`src/rmq_pkg.sv`:
```
// Shared types, constants and datapath step functions for the matrix-to-quaternion core.
package rmq_pkg;

  localparam int FRAC_BITS  = 14;
  localparam int ONE        = 1 << FRAC_BITS;
  localparam int FRONT_STGS = 2;
  localparam int ROOT_STEPS = 16;
  localparam int NORM_STEPS = 17;
  localparam int DIV_STEPS  = 15;
  localparam int LAT        = FRONT_STGS + ROOT_STEPS + 1 + 1 + NORM_STEPS + 1 + DIV_STEPS;

  typedef struct packed {
    logic signed [15:0] m00;
    logic signed [15:0] m01;
    logic signed [15:0] m02;
    logic signed [15:0] m10;
    logic signed [15:0] m11;
    logic signed [15:0] m12;
    logic signed [15:0] m20;
    logic signed [15:0] m21;
    logic signed [15:0] m22;
  } in_t;

  typedef struct packed {
    logic signed [15:0] quat_x;
    logic signed [15:0] quat_y;
    logic signed [15:0] quat_z;
    logic signed [15:0] quat_w;
  } out_t;

  // Clamped diagonal sums and the negative-sign flag of each lane (w, x, y, z).
  typedef struct packed {
    logic [3:0][16:0] s;
    logic [3:0]       neg;
  } front_t;

  // One digit-recurrence square root lane: partial remainder and root.
  typedef struct packed {
    logic [20:0] rem;
    logic [17:0] root;
  } sq_t;

  typedef struct packed {
    sq_t  [3:0]       ln;
    logic [3:0][31:0] rad;
    logic [3:0]       neg;
  } root_t;

  typedef struct packed {
    logic [3:0][15:0] t;
    logic [3:0][31:0] p;
    logic [3:0]       neg;
  } sqr_t;

  typedef struct packed {
    logic [3:0][15:0] t;
    logic [33:0]      sum;
    logic [3:0]       neg;
  } sum_t;

  typedef struct packed {
    sq_t              acc;
    logic [33:0]      rad;
    logic [3:0][15:0] t;
    logic [3:0]       neg;
  } norm_t;

  typedef struct packed {
    logic [3:0][30:0] num;
    logic [16:0]      n;
    logic [3:0]       neg;
  } num_t;

  // Restoring divide: remainder, remaining dividend bits shifted out as quotient shifts in.
  typedef struct packed {
    logic [3:0][16:0] rem;
    logic [3:0][14:0] lo;
    logic [16:0]      n;
    logic [3:0]       neg;
  } div_t;

  function automatic sq_t sqrt_step(sq_t s, logic [1:0] pair);
    logic [20:0] trial;
    logic [20:0] cand;
    sq_t         r;
    trial = {s.rem[18:0], pair};
    cand  = {1'b0, s.root, 2'b01};
    if (trial >= cand) begin
      r.rem  = trial - cand;
      r.root = {s.root[16:0], 1'b1};
    end else begin
      r.rem  = trial;
      r.root = {s.root[16:0], 1'b0};
    end
    return r;
  endfunction

  function automatic root_t root_seed(front_t f);
    root_t r;
    for (int k = 0; k < 4; k++) begin
      r.ln[k]  = '0;
      r.rad[k] = {1'b0, f.s[k], 14'b0};
    end
    r.neg = f.neg;
    return r;
  endfunction

  function automatic root_t root_step(root_t a);
    root_t r;
    r = a;
    for (int k = 0; k < 4; k++) begin
      r.ln[k]  = sqrt_step(a.ln[k], a.rad[k][31:30]);
      r.rad[k] = {a.rad[k][29:0], 2'b00};
    end
    return r;
  endfunction

  function automatic sqr_t square_lanes(root_t a);
    sqr_t r;
    for (int k = 0; k < 4; k++) begin
      r.t[k] = a.ln[k].root[15:0];
      r.p[k] = {16'b0, r.t[k]} * {16'b0, r.t[k]};
    end
    r.neg = a.neg;
    return r;
  endfunction

  function automatic sum_t sum_lanes(sqr_t a);
    sum_t r;
    r.t   = a.t;
    r.sum = 34'(a.p[0]) + 34'(a.p[1]) + 34'(a.p[2]) + 34'(a.p[3]);
    r.neg = a.neg;
    return r;
  endfunction

  function automatic norm_t norm_seed(sum_t a);
    norm_t r;
    r.acc = '0;
    r.rad = a.sum;
    r.t   = a.t;
    r.neg = a.neg;
    return r;
  endfunction

  function automatic norm_t norm_step(norm_t a);
    norm_t r;
    r     = a;
    r.acc = sqrt_step(a.acc, a.rad[33:32]);
    r.rad = {a.rad[31:0], 2'b00};
    return r;
  endfunction

  // Numerator with half the divisor added, for round-half-up.
  function automatic num_t num_lanes(norm_t a);
    num_t r;
    r.n = a.acc.root[16:0];
    for (int k = 0; k < 4; k++) begin
      r.num[k] = 31'({a.t[k], 14'b0}) + 31'(r.n[16:1]);
    end
    r.neg = a.neg;
    return r;
  endfunction

  function automatic div_t div_seed(num_t a);
    div_t r;
    for (int k = 0; k < 4; k++) begin
      r.rem[k] = {1'b0, a.num[k][30:15]};
      r.lo[k]  = a.num[k][14:0];
    end
    r.n   = a.n;
    r.neg = a.neg;
    return r;
  endfunction

  function automatic div_t div_step(div_t a);
    div_t        r;
    logic [17:0] trial;
    logic        qb;
    r = a;
    for (int k = 0; k < 4; k++) begin
      trial = {a.rem[k], a.lo[k][14]};
      qb    = (trial >= {1'b0, a.n});
      if (qb) begin
        r.rem[k] = 17'(trial - {1'b0, a.n});
      end else begin
        r.rem[k] = trial[16:0];
      end
      r.lo[k] = {a.lo[k][13:0], qb};
    end
    return r;
  endfunction

  function automatic out_t make_out(div_t a);
    out_t             r;
    logic [3:0][15:0] v;
    logic [15:0]      mag;
    for (int k = 0; k < 4; k++) begin
      mag = {1'b0, a.lo[k]};
      if (mag > 16'(ONE)) begin
        mag = 16'(ONE);
      end
      v[k] = a.neg[k] ? (~mag + 16'd1) : mag;
    end
    r.quat_w = $signed(v[0]);
    r.quat_x = $signed(v[1]);
    r.quat_y = $signed(v[2]);
    r.quat_z = $signed(v[3]);
    return r;
  endfunction

endpackage

```
`src/rmq_front.sv`:
```
// Front end: diagonal sums, clamp, dominant lane pick and sign selection (two stages).
module rmq_front (
  input  logic            clk,
  input  logic            en,
  input  rmq_pkg::in_t    in_data,
  output rmq_pkg::front_t fr_data
);
  import rmq_pkg::*;

  typedef enum logic [1:0] {
    LANE_W = 2'd0,
    LANE_X = 2'd1,
    LANE_Y = 2'd2,
    LANE_Z = 2'd3
  } lane_t;

  typedef struct packed {
    logic [3:0][16:0] s;
    logic [5:0]       nf;
  } fa_t;

  localparam logic signed [17:0] ONE_S = 18'(ONE);

  fa_t    fa_r, fa_nxt;
  front_t fb_r, fb_nxt;

  logic signed [17:0] e00, e11, e22;
  logic signed [17:0] s_raw [4];
  logic signed [16:0] dv    [6];
  lane_t              win;
  logic [16:0]        best;

  always_comb begin
    e00 = 18'(in_data.m00);
    e11 = 18'(in_data.m11);
    e22 = 18'(in_data.m22);
    s_raw[0] = ONE_S + e00 + e11 + e22;
    s_raw[1] = ONE_S + e00 - e11 - e22;
    s_raw[2] = ONE_S - e00 + e11 - e22;
    s_raw[3] = ONE_S - e00 - e11 + e22;
    dv[0] = 17'(in_data.m21) - 17'(in_data.m12);
    dv[1] = 17'(in_data.m02) - 17'(in_data.m20);
    dv[2] = 17'(in_data.m10) - 17'(in_data.m01);
    dv[3] = 17'(in_data.m10) + 17'(in_data.m01);
    dv[4] = 17'(in_data.m02) + 17'(in_data.m20);
    dv[5] = 17'(in_data.m21) + 17'(in_data.m12);
    for (int k = 0; k < 4; k++) begin
      fa_nxt.s[k] = s_raw[k][17] ? '0 : s_raw[k][16:0];
    end
    for (int k = 0; k < 6; k++) begin
      fa_nxt.nf[k] = dv[k][16];
    end
  end

  // Strictly-greater compare keeps ties on the earlier lane.
  always_comb begin
    win  = LANE_W;
    best = fa_r.s[0];
    if (fa_r.s[1] > best) begin
      win  = LANE_X;
      best = fa_r.s[1];
    end
    if (fa_r.s[2] > best) begin
      win  = LANE_Y;
      best = fa_r.s[2];
    end
    if (fa_r.s[3] > best) begin
      win = LANE_Z;
    end
    fb_nxt.s = fa_r.s;
    case (win)
      LANE_W: fb_nxt.neg = {fa_r.nf[2], fa_r.nf[1], fa_r.nf[0], 1'b0};
      LANE_X: fb_nxt.neg = {fa_r.nf[4], fa_r.nf[3], 1'b0, fa_r.nf[0]};
      LANE_Y: fb_nxt.neg = {fa_r.nf[5], 1'b0, fa_r.nf[3], fa_r.nf[1]};
      LANE_Z: fb_nxt.neg = {1'b0, fa_r.nf[5], fa_r.nf[4], fa_r.nf[2]};
      default: fb_nxt.neg = '0;
    endcase
  end

  always_ff @(posedge clk) begin
    if (en) begin
      fa_r <= fa_nxt;
      fb_r <= fb_nxt;
    end
  end

  assign fr_data = fb_r;

endmodule
```
`config.mk`:
```
export PLATFORM = sky130hd
export DESIGN_NAME = rmq_front
export DESIGN_NICKNAME = d
export VERILOG_FILES = /design/src/rmq_pkg.sv /design/src/rmq_front.sv
export SDC_FILE = /design/constraint.sdc
export NUM_CORES = 1
export LEC_CHECK = 0
export ABC_AREA = 1
export BUFFER_PORTS_ARGS = -buffer_cell sky130_fd_sc_hd__buf_2
export CORE_UTILIZATION = 40
export CTS_CLUSTER_SIZE = 40
export DETAILED_ROUTE_END_ITERATION = 10
export HOLD_SLACK_MARGIN = 0.05
export PLACE_DENSITY = 0.59
export SETUP_SLACK_MARGIN = 0.15
export SLEW_MARGIN = 20
export SYNTH_ARGS = -nofsm -noshare
export SYNTH_HDL_FRONTEND = slang
export SYNTH_SLANG_ARGS = --single-unit
export TNS_END_PERCENT = 30
```
`constraint.sdc`:
```
create_clock -name clk -period 5.1 [get_ports clk]
set_input_delay 1.02 -clock clk [delete_from_list [all_inputs] [get_ports clk]]
set_output_delay 1.02 -clock clk [all_outputs]
set_load 0.02 [all_outputs]
```
==> results.json <==
{
  "avgViaCountPerCell": 4.958,
  "syn_area_um2": 14380,
  "finalWirelength_um": 38820,
  "holdPathEnd": "fr_data[7]$_DFFE_PP_",
  "rows": 69,
  "clockBufferDepth": 2,
  "first_pass_iters": 5,
  "syn-num-nets": 2112,
  "initial_core_util_pct": 40.53,
  "synth_edf_count": 146,
  "cp_common_cell": "nand2_1",
  "drv_cap": 0,
  "grt_max_degree": 85,
  "netlist.area_leader.share_pct": 30.49,
  "yosys_warnings": 0,
  "numClockSinks": 146,
  "worst_pin_slew_ns": 0.8490,
  "crit_type": "register to register",
  "antenna_found_initial": 1,
  "io_buffers": 217,
  "final_cell_mix": "nand2_1 (334), inv_1 (297), buf_2 (216)",
  "grt_pass1_vias": 11300,
  "max_freq_ghz": 0.2144,
  "rsz0062_at_grt": "yes",
  "dpl_cell_area_um2": 16180,
  "r2r-end": "fr_data[1]$_DFFE_PP_",
  "syn2layout_area_growth_pct": 18.48,
  "reg2reg_from": "fa_r[13]$_SDFFCE_PP0P_",
  "ir_drop_mv": 0.2379,
  "async_flop_share_pct": 0,
  "drt_iter0_markers": 884,
  "ys_seq_area_share_pct": 30.49,
  "numCtsBuffers": 17,
  "ys_seq_elements": 146,
  "synth_ff_type": "edfxtp_1",
  "grt-ovfl-total": 0,
  "setup_viol": 0,
  "cp_max_fo": 8,
  "ff2ff_path_depth": 35,
  "gr-usage-all-layers_pct": 20.88,
  "required_ns": 5.28,
  "fin_cells": 2432,
  "syn_inst": 1680,
  "timing.reg2reg.setup_slack_ns": 0.44,
  "leakagePower_uw": 0.008780,
  "grt_pass1_wl_um": 58850,
  "htreeDepth": 4,
  "drive_gt1_share_pct": 18.98,
  "final.period_utilization_pct": 91.46,
  "final_nets": 2389,
  "die_area_um2": 36720,
  "slew-limit-headroom_pct": 43.40,
  "place_congestion": 0.8823,
  "crit_slowest_cell": "edfxtp_1",
  "yosysTopAreaCell": "edfxtp_1",
  "dp_hpwl_um": 32700,
  "avgSynthCellArea_um2": 8.560,
  "period_needed_ns": 4.664,
  "top_level_ports": 218,
  "end_kind": "register",
  "hp-class": "register to register",
  "slew_viol_final": 0,
  "power_density_nw_per_um2": 442.7,
  "synth_cell_type_count": 42,
  "cp-start-kind": "register",
  "fin_skew_ns": 0.01209,
  "core-area_um2": 35480,
  "clk_pin_slew_ns": 0.07,
  "dp_cells": 2376,
  "slowest_delay_ns": 0.40,
  "wl_per_cell_um": 15.96,
  "synth_area_leaders": "edfxtp_1 (30%), ha_1 (19%), fa_1 (9.6%), nand2_1 (8.8%), inv_1 (7.9%)",
  "antenna_left": 0,
  "hold_buffers": 0,
  "hold_depth": 0,
  "clk_latency_ns": 0.43,
  "cts_root_buf": "clkbuf_16",
  "outcome": "complete, no violations",
  "crit_arrival_ns": 4.85,
  "die_w_um": 191.6,
  "final_cell_area_um2": 17040,
  "drc_errors": 0,
  "hold_viol_final": 0,
  "final_common_cell": "nand2_1",
  "vias": 12060,
  "cts_tree": "done",
  "die-height_um": 191.6,
  "min-delay-start": "fa_r[9]$_SDFFCE_PP0P_"
}
how the worst max path moves through the flow:
stage | startpoint | to | slack, ns
final | fa_r[13]$_SDFFCE_PP0P_ | fr_data[1]$_DFFE_PP_ | 0.44
after global routing | fa_r[21]$_SDFFCE_PP0P_ | fr_data[2]$_DFFE_PP_ | 0.09
after CTS | fa_r[30]$_SDFFCE_PP0P_ | fr_data[1]$_DFFE_PP_ | 0.16
after detailed placement | fa_r[30]$_SDFFCE_PP0P_ | fr_data[1]$_DFFE_PP_ | -0.23
after global placement | fa_r[30]$_SDFFCE_PP0P_ | fr_data[1]$_DFFE_PP_ | -0.12
after floorplan | in_data[128] | fa_r[63]$_SDFFCE_PP0P_ | 0.68
report_power, final:
part	internal, uW	total [uW]	switching [uW]
registers	1780	1990	203
clock network	686	1240	553
logic	1620	4320	2690
total	4090	7540	3450
through the flow:
stage               TNS (ns)  hold WS, ns  setup slack, ns  power, uW  util [%]
floorplan                  0       0.4264           0.6834       4745         -
global placement     -0.3737       0.4354          -0.1189       6001     45.61
detailed placement    -1.067       0.4352          -0.2275       6043     45.61
CTS                        0       0.4509           0.1589       7320     47.26
global route               0       0.4565          0.08775       8191     48.02
finish                     0       0.4479           0.4357       7543     48.02
registers in the layout, summed over array words and instances (netlist names):
signal   cells
fr_data     72
fa_r        74
cell families (layout without fill, tap and decap cells):
| family | after synthesis | after routing | share of synthesized area (%) |
|---|---|---|---|
| XOR/XNOR | 70 | 70 | 4.524 |
| multiplexers | 1 | 1 | 0.06960 |
| flip-flops | 146 | 146 | 30.49 |
| AO/OA/AOI/OAI | 236 | 236 | 9.013 |
| AND/OR/NAND/NOR | 625 | 629 | 18.82 |
| adder cells (fa/ha/maj) | 286 | 286 | 28.48 |
| buffers and inverters | 316 | 602 | 8.604 |
| other | 0 | 1 | 0 |
per-layer routing:
| metal | vias to the layer above | global-route usage [%] | wire length, um |
|---|---|---|---|
| met4 | 0 | 6.288 | 869 |
| met1 | 5647 | 29.78 | 18540 |
| met2 | 340 | 33.08 | 17620 |
| li1 | 6035 | - | - |
| met3 | 37 | 2.430 | 1795 |
| met5 | - | 0 | 0 |
worst max-delay path, delay by kind of cell, from the launching register on:
family | cells | cell delay [ns]
adders and majority gates | 3 | 0.77
DFF | 1 | 0.40
and+or+nand+nor | 21 | 2.09
AOI/OAI and AO/OA | 3 | 0.44
buffers and inverters | 8 | 0.73
timing repair:
action | 4_1_cts | 5_1_grt
cloned | 0 | 4
resized for setup | 3 | 31
pin swaps | 0 | 10
buffers inserted | 0 | 19
hold endpoints to repair | 0 | 0
endpoints found under the setup margin | 4 | 38
Yosys cell counts (2+ instances only):
library cell,n
nand2_1,339
inv_1,304
ha_1,217
edfxtp_1,146
a21oi_1,132
nor2_1,117
nand3_1,70
fa_1,69
o21ai_0,56
xor2_1,48
nand4_1,22
xnor2_1,20
nor3_1,18
nor2_2,16
nor4_1,12
or2_2,12
o21ai_2,10
a21o_1,8
o21bai_1,8
a31oi_1,6
o21ai_1,6
buf_6,5
nand3_2,5
nand3b_1,4
o21a_1,4
o31ai_1,3
or2_1,3
buf_2,2
inv_2,2
nand2_4,2
nor3_2,2
xor2_4,2
final cells by class:
cell class	count	area (um^2)
inverter	306	1149
fill	3423	18440
clock inverter	15	146.4
tap	461	576.8
multi-input combinational	1222	8897
sequential	146	4384
timing repair buffer	264	1458
antenna	1	2.502
clock buffer	17	425.4
(Power assumes the default switching activity.)
